File: src/rtl/cgcs_pkg.sv
// shared types, constants and register codes of the serial crc unit
package cgcs_pkg;

   // largest generator degree; larger programmed values saturate here
   localparam int MAX_DEGREE = 32;

   // reset values of the configuration registers
   localparam logic [5:0]  DEGREE_RESET = 6'd16;
   localparam logic [31:0] POLY_RESET   = 32'h0000_1021;

   // queue depths between the parts
   localparam int REQ_DEPTH = 2;
   localparam int RSP_DEPTH = 2;

   // register index codes, taken from paddr[2]
   localparam logic REG_DEGREE = 1'b0;
   localparam logic REG_POLY   = 1'b1;

   // one input beat
   typedef struct packed {
      logic data_bit;
      logic last;
      logic func;
   } cgcs_item_type;

   // one result beat
   typedef struct packed {
      logic [31:0] remainder;
      logic        error_flag;
   } cgcs_result_type;

   // configuration seen by the division engine
   typedef struct packed {
      logic [5:0]  degree;
      logic [31:0] poly_low_terms;
   } cgcs_cfg_type;

endpackage

File: src/rtl/cgcs_queue.sv
// small first-in first-out queue with full and empty flags
module cgcs_queue
   import cgcs_pkg::*;
#(
   parameter int WIDTH = 3,
   parameter int DEPTH = 2
) (
   input  logic             clock,
   input  logic             reset,
   input  logic             push,
   input  logic [WIDTH-1:0] wr_data,
   output logic             full,
   input  logic             pop,
   output logic [WIDTH-1:0] rd_data,
   output logic             empty
);

   localparam int PTR_W = (DEPTH > 1) ? $clog2(DEPTH) : 1;
   localparam int CNT_W = $clog2(DEPTH + 1);

   logic [WIDTH-1:0] mem_ff [DEPTH];
   logic [PTR_W-1:0] wr_ptr_ff, wr_ptr_in;
   logic [PTR_W-1:0] rd_ptr_ff, rd_ptr_in;
   logic [CNT_W-1:0] count_ff, count_in;
   logic             do_push;
   logic             do_pop;

   assign full    = (count_ff == CNT_W'(DEPTH));
   assign empty   = (count_ff == '0);
   assign do_push = push && !full;
   assign do_pop  = pop && !empty;
   assign rd_data = mem_ff[rd_ptr_ff];

   // pointer and fill count update
   always_comb begin
      wr_ptr_in = wr_ptr_ff;
      rd_ptr_in = rd_ptr_ff;
      count_in  = count_ff;
      if (do_push) begin
         wr_ptr_in = (wr_ptr_ff == PTR_W'(DEPTH - 1)) ? '0 : wr_ptr_ff + PTR_W'(1);
      end
      if (do_pop) begin
         rd_ptr_in = (rd_ptr_ff == PTR_W'(DEPTH - 1)) ? '0 : rd_ptr_ff + PTR_W'(1);
      end
      if (do_push && !do_pop) begin
         count_in = count_ff + CNT_W'(1);
      end else if (do_pop && !do_push) begin
         count_in = count_ff - CNT_W'(1);
      end
   end

   always_ff @(posedge clock) begin
      if (reset) begin
         wr_ptr_ff <= '0;
         rd_ptr_ff <= '0;
         count_ff  <= '0;
      end else begin
         wr_ptr_ff <= wr_ptr_in;
         rd_ptr_ff <= rd_ptr_in;
         count_ff  <= count_in;
      end
   end

   // storage
   always_ff @(posedge clock) begin
      if (do_push) begin
         mem_ff[wr_ptr_ff] <= wr_data;
      end
   end

endmodule

File: src/rtl/cgcs_csr.sv
// apb configuration registers: generator degree and low polynomial terms
module cgcs_csr
   import cgcs_pkg::*;
(
   input  logic         clock,
   input  logic         reset,
   input  logic         psel,
   input  logic         penable,
   input  logic         pwrite,
   input  logic [2:0]   paddr,
   input  logic [31:0]  pwdata,
   output logic [31:0]  prdata,
   output logic         pready,
   output cgcs_cfg_type cfg
);

   logic [5:0]  degree_ff, degree_in;
   logic [31:0] poly_ff, poly_in;
   logic        wr_en;
   logic        reg_sel;

   assign pready  = 1'b1;
   assign wr_en   = psel && penable && pwrite;
   assign reg_sel = paddr[2];

   // write decode
   always_comb begin
      degree_in = degree_ff;
      poly_in   = poly_ff;
      if (wr_en) begin
         unique case (reg_sel)
            REG_DEGREE: degree_in = pwdata[5:0];
            REG_POLY:   poly_in   = pwdata;
            default:    degree_in = degree_ff;
         endcase
      end
   end

   // read decode
   always_comb begin
      unique case (reg_sel)
         REG_DEGREE: prdata = {26'd0, degree_ff};
         REG_POLY:   prdata = poly_ff;
         default:    prdata = '0;
      endcase
   end

   always_ff @(posedge clock) begin
      if (reset) begin
         degree_ff <= DEGREE_RESET;
         poly_ff   <= POLY_RESET;
      end else begin
         degree_ff <= degree_in;
         poly_ff   <= poly_in;
      end
   end

   assign cfg.degree         = degree_ff;
   assign cfg.poly_low_terms = poly_ff;

endmodule

File: src/rtl/cgcs_div.sv
// back end: one long-division step per bit beat, result on the last bit
module cgcs_div
   import cgcs_pkg::*;
(
   input  logic            clock,
   input  logic            reset,
   input  cgcs_cfg_type    cfg,
   input  logic            item_valid,
   input  cgcs_item_type   item,
   output logic            item_take,
   input  logic            result_full,
   output logic            result_push,
   output cgcs_result_type result
);

   logic [31:0] div_ff, div_in;
   logic [6:0]  eff_deg;
   logic [4:0]  top_idx;
   logic [31:0] mask;
   logic        top;
   logic        feedback;
   logic [31:0] shifted;
   logic [31:0] next_rem;

   // effective degree: zero reads as one, large values saturate
   always_comb begin
      if (cfg.degree == 6'd0) begin
         eff_deg = 7'd1;
      end else if ({1'b0, cfg.degree} > 7'(MAX_DEGREE)) begin
         eff_deg = 7'(MAX_DEGREE);
      end else begin
         eff_deg = {1'b0, cfg.degree};
      end
   end

   // keep bits below the degree
   always_comb begin
      for (int i = 0; i < 32; i++) begin
         mask[i] = (7'(i) < eff_deg);
      end
   end

   // one division step
   assign top_idx  = 5'(eff_deg - 7'd1);
   assign top      = (eff_deg <= 7'd32) ? div_ff[top_idx] : 1'b0;
   assign feedback = item.func ? top : (top ^ item.data_bit);
   assign shifted  = {div_ff[30:0], item.func & item.data_bit} & mask;
   assign next_rem = feedback ? (shifted ^ (cfg.poly_low_terms & mask)) : shifted;

   // take a beat unless it would produce a result with nowhere to go
   assign item_take   = item_valid && (!item.last || !result_full);
   assign result_push = item_take && item.last;

   assign result.remainder  = next_rem;
   assign result.error_flag = item.func && (next_rem != '0);

   // division register, cleared after each last bit
   always_comb begin
      div_in = div_ff;
      if (item_take) begin
         div_in = item.last ? '0 : next_rem;
      end
   end

   always_ff @(posedge clock) begin
      if (reset) begin
         div_ff <= '0;
      end else begin
         div_ff <= div_in;
      end
   end

   // generate mode never flags an error
   assert property (@(posedge clock) disable iff (reset)
      result_push && !item.func |-> !result.error_flag)
      else $error("error flag set in generate mode");

   // remainder has nothing at or above the degree
   assert property (@(posedge clock) disable iff (reset)
      result_push |-> ((result.remainder & ~mask) == '0))
      else $error("remainder bits above degree");

   // register starts over after a last bit
   assert property (@(posedge clock) disable iff (reset)
      result_push |=> (div_ff == '0))
      else $error("division register not cleared after last bit");

endmodule

File: src/rtl/crc_generate_check_serial_unit.sv
// top level of the bit-serial crc generate and check unit
// Usage:
//   input beats (req_data_bit, req_last, req_func) go in on push while full
//   is low; bits come most significant first, req_last marks the final bit.
//   req_func 0 divides message * x^degree (check value to append), 1 divides
//   the received codeword and raises rsp_error_flag on a nonzero remainder.
//   one result beat per last bit is offered while empty is low and is taken
//   with pop. the apb port sets the degree (byte address 0) and the low
//   polynomial terms (byte address 4); write it only when the unit is idle.
// Timing:
//   one bit per cycle sustained while the result queue has room. a front
//   queue takes beats, the division engine does one shift-and-xor step per
//   taken beat, and a result queue holds finished remainders. a last bit
//   is registered in the front queue, then its result in the result queue.
// Reset: queues empty, remainder zero, degree 16, polynomial 0x1021.
// Stall: with pop low the result queue fills, the engine holds at the next
//   last bit, and full rises once the front queue is full; nothing is lost.
module crc_generate_check_serial_unit
   import cgcs_pkg::*;
(
   input  logic        clock,
   input  logic        reset,
   // input channel
   input  logic        push,
   output logic        full,
   input  logic        req_data_bit,
   input  logic        req_last,
   input  logic        req_func,
   // result channel
   output logic        empty,
   input  logic        pop,
   output logic [31:0] rsp_remainder,
   output logic        rsp_error_flag,
   // configuration port
   input  logic        psel,
   input  logic        penable,
   input  logic        pwrite,
   input  logic [2:0]  paddr,
   input  logic [31:0] pwdata,
   output logic [31:0] prdata,
   output logic        pready
);

   cgcs_cfg_type    cfg;
   cgcs_item_type   req_item;
   cgcs_item_type   q_item;
   logic            q_empty;
   logic            item_take;
   logic            result_full;
   logic            result_push;
   cgcs_result_type result;
   cgcs_result_type rsp_item;

   assign req_item.data_bit = req_data_bit;
   assign req_item.last     = req_last;
   assign req_item.func     = req_func;

   // configuration registers
   cgcs_csr u_csr (
      .clock   (clock),
      .reset   (reset),
      .psel    (psel),
      .penable (penable),
      .pwrite  (pwrite),
      .paddr   (paddr),
      .pwdata  (pwdata),
      .prdata  (prdata),
      .pready  (pready),
      .cfg     (cfg)
   );

   // front: input beat queue
   cgcs_queue #(
      .WIDTH ($bits(cgcs_item_type)),
      .DEPTH (REQ_DEPTH)
   ) u_req_queue (
      .clock   (clock),
      .reset   (reset),
      .push    (push),
      .wr_data (req_item),
      .full    (full),
      .pop     (item_take),
      .rd_data (q_item),
      .empty   (q_empty)
   );

   // back: division engine
   cgcs_div u_div (
      .clock       (clock),
      .reset       (reset),
      .cfg         (cfg),
      .item_valid  (!q_empty),
      .item        (q_item),
      .item_take   (item_take),
      .result_full (result_full),
      .result_push (result_push),
      .result      (result)
   );

   // result queue
   cgcs_queue #(
      .WIDTH ($bits(cgcs_result_type)),
      .DEPTH (RSP_DEPTH)
   ) u_rsp_queue (
      .clock   (clock),
      .reset   (reset),
      .push    (result_push),
      .wr_data (result),
      .full    (result_full),
      .pop     (pop),
      .rd_data (rsp_item),
      .empty   (empty)
   );

   assign rsp_remainder  = rsp_item.remainder;
   assign rsp_error_flag = rsp_item.error_flag;

   // a flagged error always carries a nonzero remainder
   assert property (@(posedge clock) disable iff (reset)
      !empty && rsp_error_flag |-> (rsp_remainder != '0))
      else $error("error flag with zero remainder");

   // both queues come out of reset empty
   assert property (@(posedge clock)
      $past(reset) |-> (empty && !full))
      else $error("queues not empty after reset");

   // a beat waiting in the front queue moves on unless results back up
   assert property (@(posedge clock) disable iff (reset)
      !q_empty && !result_full |-> item_take)
      else $error("engine idle with work waiting");

endmodule
File: config.mk
export PLATFORM = sky130hd
export DESIGN_NAME = crc_generate_check_serial_unit
export DESIGN_NICKNAME = d
export VERILOG_FILES = /design/src/rtl/cgcs_pkg.sv /design/src/rtl/cgcs_queue.sv /design/src/rtl/cgcs_csr.sv /design/src/rtl/cgcs_div.sv /design/src/rtl/crc_generate_check_serial_unit.sv
export SDC_FILE = /design/constraint.sdc
export NUM_CORES = 1
export LEC_CHECK = 0
export BUFFER_PORTS_ARGS = -buffer_cell sky130_fd_sc_hd__buf_4
export CAP_MARGIN = 20
export CORE_MARGIN = 1.5
export CORE_UTILIZATION = 49
export DETAILED_ROUTE_END_ITERATION = 12
export GPL_TIMING_DRIVEN = 0
export PLACE_DENSITY = 0.66
export SYNTH_ARGS = -nofsm -noshare
export SYNTH_HDL_FRONTEND = slang
export SYNTH_SLANG_ARGS = --single-unit
File: constraint.sdc
create_clock -name clock -period 6 [get_ports clock]
set_clock_uncertainty 0.05 [all_clocks]
set_input_delay 0 -clock clock [delete_from_list [all_inputs] [get_ports clock]]
set_output_delay 0 -clock clock [all_outputs]
set_load 0.02 [all_outputs]
### Yosys cells after proc, flatten, opt, wreduce, memory -nomap -nowiden

Memories as Yosys holds them, arrays and structs flattened. A register that Yosys moved wholly into a read port is not among the register bits.
Index checks and enable logic that the tools add are counted.

* flip-flop bits (word level): 78
* RAM bits: 72
* bits of input ports: 45
* logic and storage cells: 119
* memories kept: 2

Memories
* u_rsp_queue.mem_ff: depth 2, width 33, rd ports 1, clocked after Yosys merged registers in 1, write ports 1, RTL line cgcs_queue.sv:21 `logic [WIDTH-1:0] mem_ff [DEPTH];`
* u_req_queue.mem_ff: depth 2, width 3, rd ports 1, clocked after Yosys merged registers in 1, write ports 1, RTL line cgcs_queue.sv:21

* add/sub/neg operators: 9
* $lt $le $gt $ge: 35
* eq/ne operators: 2
* mux-type cells: 25
* bitwise gates (word level): 6
* reductions and logical operators: 31

Operators by type and width (count)
* less-than comparator 5 x 6 -> 1 bit (first input constant): 16
* AND 32 bit: 2
* 2-to-1 mux 32 bit: 2
* one-hot mux 32 bit (2 select lines): 1
* less-than comparator 4 x 6 -> 1 bit (first input constant): 8
* nonzero test 32 bit: 1
* bitwise XOR 32 bit: 1
* less-than comparator 3 x 6 -> 1 bit (first input constant): 4
* 2-to-1 mux 1 bit: 15
* logical AND 1 bit: 13
* less-than comparator 1 x 6 -> 1 bit (first input constant): 2
* less-than comparator 2 x 6 -> 1 bit (first input constant): 2
* 2-to-1 mux 6 bit: 2
* zero test 1 bit: 9
* 2-to-1 mux 2 bit: 4
* greater-than comparator 6 bit (second input constant): 1
* <= comparator 6 bit (second input constant): 1
* zero test 6 bit: 1
* less-than comparator 5 x 6 -> 1 bit (second input constant): 1
* binary-select mux 1 bit (select 5 bit): 1
* subtractor 5 x 1 -> 5 bit (second input constant): 1
* adder 1 bit (second input constant): 4
* adder 2 x 1 -> 2 bit (second input constant): 2
* equality test 2 bit (second input constant): 2
* 8 further kinds: 12

### Depth between registers and ports, before layout

Gate-level depths: netlist of run 1.

* depth in word-level cells: 12
* mapped depth: 21
* mapped depth without buffers: 15

### Hierarchy

Synthesis of run 1 repeated with hierarchy kept, for this count alone.

* cell total of the unflattened synthesis: 799
* area, all modules: 8126.5 um2

By module, submodules not included
* cgcs_div: times used 1, cells each 433, area each 3115.5 um2, sequential area each 640.6 um2
* cgcs_queue at u_rsp_queue: times used 1, cells each 128, area each 2591.2 um2, sequential area each 2082.0 um2
* cgcs_csr: times used 1, cells each 203, area each 1984.4 um2, sequential area each 760.7 um2
* cgcs_queue at u_req_queue: times used 1, cells each 34, area each 431.7 um2, sequential area each 280.3 um2
* crc_generate_check_serial_unit: times used 1, cells each 1, area each 3.8 um2, sequential area each 0.0 um2

### Worst setup path before layout of run 1

OpenSTA, ideal clock, no wires.

* kind: flip-flop to flip-flop
* from: reg u_csr.degree_ff[5]
* to: mem u_rsp_queue.mem_ff[0][0] in the netlist's numbering, data pin
* arrival time: 4543 ps
* data required time: 5666 ps
* path slack: 1123 ps
* cell stages (with the launch flop): 19
* clock period less this slack: 4877 ps
* cell sequence: dfxtp_1 > clkbuf_1 > clkbuf_1 > clkbuf_1 > nor2b_1 > inv_1 > ha_1 > inv_1 > xnor2_2 > mux4_2 > or3b_1 > o211ai_2 > a2bb2oi_4 > buf_8 > mux2i_1 > mux2_4 > a2111o_1 > nor4_1 > a41oi_1

RTL lines
* start: declaration: RTL line cgcs_csr.sv:17 `logic [5:0] degree_ff, degree_in;`
* start signal: assignment: RTL line cgcs_csr.sv:53 `degree_ff <= degree_in;`
* end: declaration: RTL line cgcs_queue.sv:21

==> impl_metrics.tcl, run 1 <==
set metrics [dict create \
    clock_path_buffers 2 \
    cts.clk_slew.worst_paths_ps 60 \
    synth_cell_types 61 \
    start_util 0.504 \
    p_per_area_nw_per_um2 362 \
    start_kind "register" \
    wl_per_cell_um 18.8 \
    final_cell_area_um2 9850 \
    grt_pass1_vias 6328 \
    dp_hpwl_um 16500 \
    slew_violations 0 \
    rsz0062_at_grt "no" \
    core-area_um2 15300 \
    hold_start "psel" \
    global_route.usage.total 0.277 \
    drive_gt1_frac 0.229 \
    postSynthAreaPerCell_um2 9.65 \
    worstHoldPathType "input pin to register" \
    drt_pass1_iterations 5 \
    final_common_cell "nand2_1" \
    routabilityCongestion 0.922 \
    worst-path-stages 18 \
    p_total_uw 3560 \
    dieArea_um2 16400 \
    routed_via_density 5.50 \
    cp_num_buf_inv 6 \
    cp_top_family "buffers and inverters" \
    path_max_fanout 10 \
    cts_buffers 17 \
    intPower_uw 2370 \
    drc 0 \
    crit_slowest_cell "xnor2_4" \
    required_ps 6080 \
    critPathMaxStageDelay_ps 400 \
    clock.fmax_mhz 175 \
    ys_ff_latch 152 \
    synthArstFlopShare 0 \
    min_period_ps 5700 \
    synth_flop_cell "dfxtp_1" \
    comb_power_share 0.319 \
    final_antenna_net_count 0 \
    slew-limit-headroom 0.226 \
    final_nets 1014 \
    die_h_um 128 \
    num_vias 6535 \
    whs_path_depth 4 \
    crit_path_frequent_cell "clkbuf_2" \
    ir_worst_vdd_uv 198 \
    n_antenna_cell 0 \
    p_seq_frac 0.366 \
    totalWireLength_um 22400 \
    synthesis.nets 845 \
    fin_crit_sh 0.950 \
    layout_common_cells "nand2_1 (126), buf_4 (109), nor2_1 (83), dfxtp_1 (80), edfxtp_1 (72)" \
    cp_cell_sequence "clkbuf_2, clkbuf_2, clkbuf_2, nor2b_1, inv_1, ha_1, inv_1, xnor2_4, mux4_2, or3b_1, o211ai_2, a2bb2oi_4, buf_8, mux2i_1, mux2_4, a2111o_1, nor4_2, a41oi_1" \
    p_leak_uw 0.00383 \
    io_buffer_count 107 \
    clock_sinks 152 \
    ios 113 \
    ys_warn_count 0 \
    status "finished clean" \
    pwr-share-clk 0.315 \
    critical_path_arrival_ps 5780 \
    cts_root_buf "clkbuf_16" \
    postPlaceCellArea_um2 8790 \
    postSynthCellCount 796 \
    first_iter_violations 489 \
    overflow 0 \
    path_class "register to register" \
    placement_rows 45 \
    cts_max_level 4 \
    seq_area_frac_synth 0.490 \
    final_hold_viol_count 0 \
    cts_tree "built" \
    clk_latency_ps 420 \
    post_cts.repair.setup_buffers 0 \
    grt_pass1_wl_um 34400 \
    reg2reg_depth 18 \
    r2r-start "u_csr.degree_ff[5]" \
    setup_viol 0 \
    antenna_found_initial 0 \
    netlist_area_um2 7680 \
    maxCapViolations 0 \
    switchingPower_uw 1190 \
    switching_share 0.333 \
    grt_max_degree 34 \
    synth-edff-count 72 \
    die_w_um 128 \
    worst_pin_slew_ps 1150 \
    end_kind "register" \
    timing.critical_path.from "u_csr.degree_ff[5]" \
    syn_to_final_growth_pct 28.2 \
]
-- cells by family after synthesis --
| group | share of synthesized area |
|---|---|
| simple gates | 0.191 |
| flops | 0.490 |
| compound gates | 0.124 |
| mux | 0.127 |
| buf+inv | 0.0404 |
| xor+xnor | 0.0204 |
| fa+ha+maj | 0.00651 |
| other cells | 0.000488 |
-- Yosys cell counts, drive strengths merged (3+ instances only) --
master / n / share of area
a22oi: 33 / 0.032
nand2b: 13 / 0.011
or2: 5 / 0.0041
nand3b: 3 / 0.0029
a2111o: 3 / 0.0044
and2: 24 / 0.020
xnor2: 7 / 0.0090
o21ai: 17 / 0.011
ha: 4 / 0.0065
nand4: 4 / 0.0033
a21o: 5 / 0.0049
nand3: 5 / 0.0033
a31oi: 5 / 0.0041
xor2: 10 / 0.011
nor2b: 19 / 0.015
nor4: 5 / 0.0060
mux2i: 34 / 0.044
or3: 12 / 0.0098
nor2: 83 / 0.041
a21oi: 56 / 0.036
nor3: 10 / 0.0065
edfxtp: 72 / 0.28
mux2: 54 / 0.080
buf: 7 / 0.0091
inv: 16 / 0.0078
clkbuf: 48 / 0.023
a2bb2oi: 3 / 0.0057
o21a: 3 / 0.0029
nand2: 126 / 0.062
dfxtp: 80 / 0.21
-- through the flow --
step / instances / setup TNS (ps) / utilization / worst slack (ps) / hold WS [ps]
floorplan: 796 / 0 / - / 1120 / 48.9
global placement: 1114 / -706 / 0.574 / -353 / 136
detailed placement: 1117 / -546 / 0.576 / -273 / 141
CTS: 1189 / 0 / 0.644 / 2.53 / 24.2
global route: 1189 / 0 / 0.645 / 48.9 / 57.1
finish: 1189 / 0 / 0.645 / 302 / 51.3
-- path summary, 6_finish.rpt --
check                             end  slack [ps]
max          u_rsp_queue.mem_ff[0][0]         300
min                 u_csr.poly_ff[31]          50
max reg2reg  u_rsp_queue.mem_ff[0][0]         300
min reg2reg         u_csr.poly_ff[15]         400
-- timing repair --
item,in CTS,in global routing
resized for setup,2,9
endpoints found under the hold margin,49,0
endpoints found under the setup margin,2,2
hold buffers,40,0
-- layout make-up --
class                      instances  area (um^2)
multi-input combinational        573         3650
fill                            1214         5410
clock inverter                    14          186
inverter                          16         60.1
timing repair buffer             150         1230
buffer                            55          255
tap                              211          264
clock buffer                      18          429
sequential                       152         3760
-- tightest hold or removal path, stage by stage --
cell,delay [ps]
buf_4,90
nand4_1,200
nand2_1,130
a21oi_1,60
-- power by group through the flow --
stage                     clock [uW]  combinational, uW  sequential, uW
final                           1120               1130            1300
after global routing            1180               1210            1320
after CTS                       1140               1130            1300
after detailed placement           0               1100            1330
after global placement             0               1060            1330
after floorplan                    0                703            1310
-- state kept, by name, summed over array words and instances, names as in the netlist, named ones only --
signal	count
u_req_queue.rd_ptr_ff	1
u_rsp_queue.mem_ff	66
u_rsp_queue.count_ff	2
u_req_queue.count_ff	2
u_rsp_queue.wr_ptr_ff	1
u_div.div_ff	32
u_req_queue.mem_ff	6
u_rsp_queue.rd_ptr_ff	1
u_req_queue.wr_ptr_ff	1
u_csr.poly_ff	32
u_csr.degree_ff	6
-- routing by layer --
layer,routed length (um),track usage,up-vias
met5,0,0,-
met3,1110,0.0371,20
met2,10500,0.462,222
li1,-,-,3125
met1,10400,0.381,3168
met4,302,0.0747,0
Power figures use the tool's default switching activity.
==> inputs of run 2 (changes only) <==
Settings changed: CORE_ASPECT_RATIO from default to 1.25, CORE_UTILIZATION 49 to 35, PLACE_DENSITY 0.66 to 0.49.
==> impl_metrics.tcl, run 2 (same netlist as run 1, synthesis figures left out) <==
set metrics [dict create \
    wl_per_cell_um 18.1 \
    num_vias 6312 \
    worstHoldPathType "input pin to register" \
    ir_worst_vdd_uv 178 \
    drc 0 \
    cts_buffers 17 \
    routabilityCongestion 0.910 \
    layout_common_cells "nand2_1 (126), buf_4 (110), nor2_1 (83), dfxtp_1 (80), edfxtp_1 (72)" \
    ios 113 \
    switching_share 0.348 \
    io_buffer_count 107 \
    multi_input_area_um2 3650 \
    final_antenna_net_count 0 \
    rsz0062_at_grt "no" \
    clock_sinks 152 \
    status "finished clean" \
    intPower_uw 2250 \
    grt_pass1_wl_um 35100 \
    clock_path_buffers 2 \
    dieArea_um2 22900 \
    cp_cell_sequence "clkbuf_2, clkbuf_2, clkbuf_2, nor2b_1, inv_1, ha_1, inv_1, xnor2_4, mux4_2, or3b_1, o211ai_2, a2bb2oi_4, buf_8, mux2i_1, mux2_2, a2111o_1, nor4_2, a41oi_1" \
    critPathMaxStageDelay_ps 420 \
    placement_rows 60 \
    required_ps 6080 \
    comb_power_share 0.333 \
    start_kind "register" \
    critical_path_arrival_ps 5710 \
    fin_crit_sh 0.938 \
    crit_path_frequent_cell "clkbuf_2" \
    switchingPower_uw 1200 \
    syn_to_final_growth_pct 28.5 \
    totalWireLength_um 22800 \
    regMostFlops "u_rsp_queue.mem_ff" \
    min_period_ps 5630 \
    p_per_area_nw_per_um2 349 \
    path_max_fanout 10 \
    nFillCells 2117 \
    reg_top3 "u_rsp_queue.mem_ff (66), u_csr.poly_ff (32), u_div.div_ff (32)" \
    cts.clk_slew.worst_paths_ps 70 \
    seqCellArea_um2 3760 \
    grt_max_degree 34 \
    crit_slowest_cell "mux2_2" \
    final_nets 1017 \
    largest_reg_flops 66 \
    place_ws_ps -509 \
    slew_violations 0 \
    final_util 0.458 \
    cts_root_buf "clkbuf_16" \
    p_seq_frac 0.376 \
    n_antenna_cell 0 \
    drive_gt1_frac 0.231 \
    end_kind "register" \
    routed_via_density 5.01 \
    maxCapViolations 0 \
    worst_pin_slew_ps 1000 \
    clk_latency_ps 430 \
    setup_ws_ps 375 \
    antenna_found_initial 0 \
    global_route.usage.total 0.206 \
    final_hold_viol_count 0 \
    dp_hpwl_um 17100 \
    clock.fmax_mhz 178 \
    slew-limit-headroom 0.332 \
    start_util 0.357 \
    grt_pass1_vias 6197 \
    p_leak_uw 0.00381 \
    final_common_cell "nand2_1" \
    cts_tree "built" \
    die_h_um 169 \
    path_class "register to register" \
    setup_viol 0 \
    first_iter_violations 393 \
    core-area_um2 21500 \
    cts_max_level 4 \
    die_w_um 136 \
    drt_pass1_iterations 5 \
    overflow 0 \
    pwr-share-clk 0.290 \
]
run 2: timing repair:
item	4_1_cts	5_1_grt
buffers inserted	0	2
endpoints found under the hold margin	53	0
hold buffers	39	0
gates resized for setup	4	6
setup endpoints to repair	2	2
pin swaps	0	1
run 2: per-layer routing:
metal	vias to the layer above	share of wire	GRT usage
met5	-	0	0
met4	0	0.033	0.103
li1	3128	-	-
met1	2943	0.45	0.268
met2	196	0.48	0.338
met3	45	0.039	0.0258
run 2: worst paths after layout:
kind,to,slack (ps),cells after the start,from
max reg2reg,u_rsp_queue.mem_ff[0][0],370,18,u_csr.degree_ff[5]
min reg2reg,u_csr.poly_ff[14],410,2,u_csr.poly_ff[14]
max,u_rsp_queue.mem_ff[0][0],370,18,u_csr.degree_ff[5]
min,u_csr.poly_ff[1],60,4,psel
run 2: power by group through the flow:
stage                     Sequential [uW]  Clock, uW  Combinational, uW
final                                1300       1000               1150
after global routing                 1310       1060               1240
after CTS                            1300       1020               1160
after detailed placement             1320          0               1130
after global placement               1330          0               1110
after floorplan                      1310          0                703
run 2: worst max-delay path: cells and delay by family (launching register included):
kind                       cells  cell delay, ps
and+or+nand+nor                3             860
adders and majority gates      1             300
buffers and inverters          6            1280
DFF                            1             390
xor gates and xnor gates       1             270
muxes                          3            1120
AOI/OAI and AO/OA              4            1050
run 2: cell type report:
| type | instances | share of cell area |
|---|---|---|
| buffer | 55 | 0.0259 |
| clock buffer | 17 | 0.0431 |
| clock inverter | 15 | 0.0118 |
| inverter | 16 | 0.00608 |
| multi-input combinational | 573 | 0.370 |
| sequential | 152 | 0.381 |
| tap | 279 | 0.0354 |
| timing repair buffer | 153 | 0.127 |
run 2: per-stage QoR:
step / total power, uW / setup TNS [ps] / hold WS, ps / cell area (um^2) / std cells
global placement: 2440 / -917 / 138 / 8840 / 1182
floorplan: 2020 / 0 / 48.9 / 7680 / 796
CTS: 3480 / 0 / 18.7 / 9830 / 1257
finish: 3450 / 0 / 56.0 / 9870 / 1260
global route: 3610 / 0 / 64.6 / 9870 / 1260
detailed placement: 2460 / -1020 / 140 / 8880 / 1186
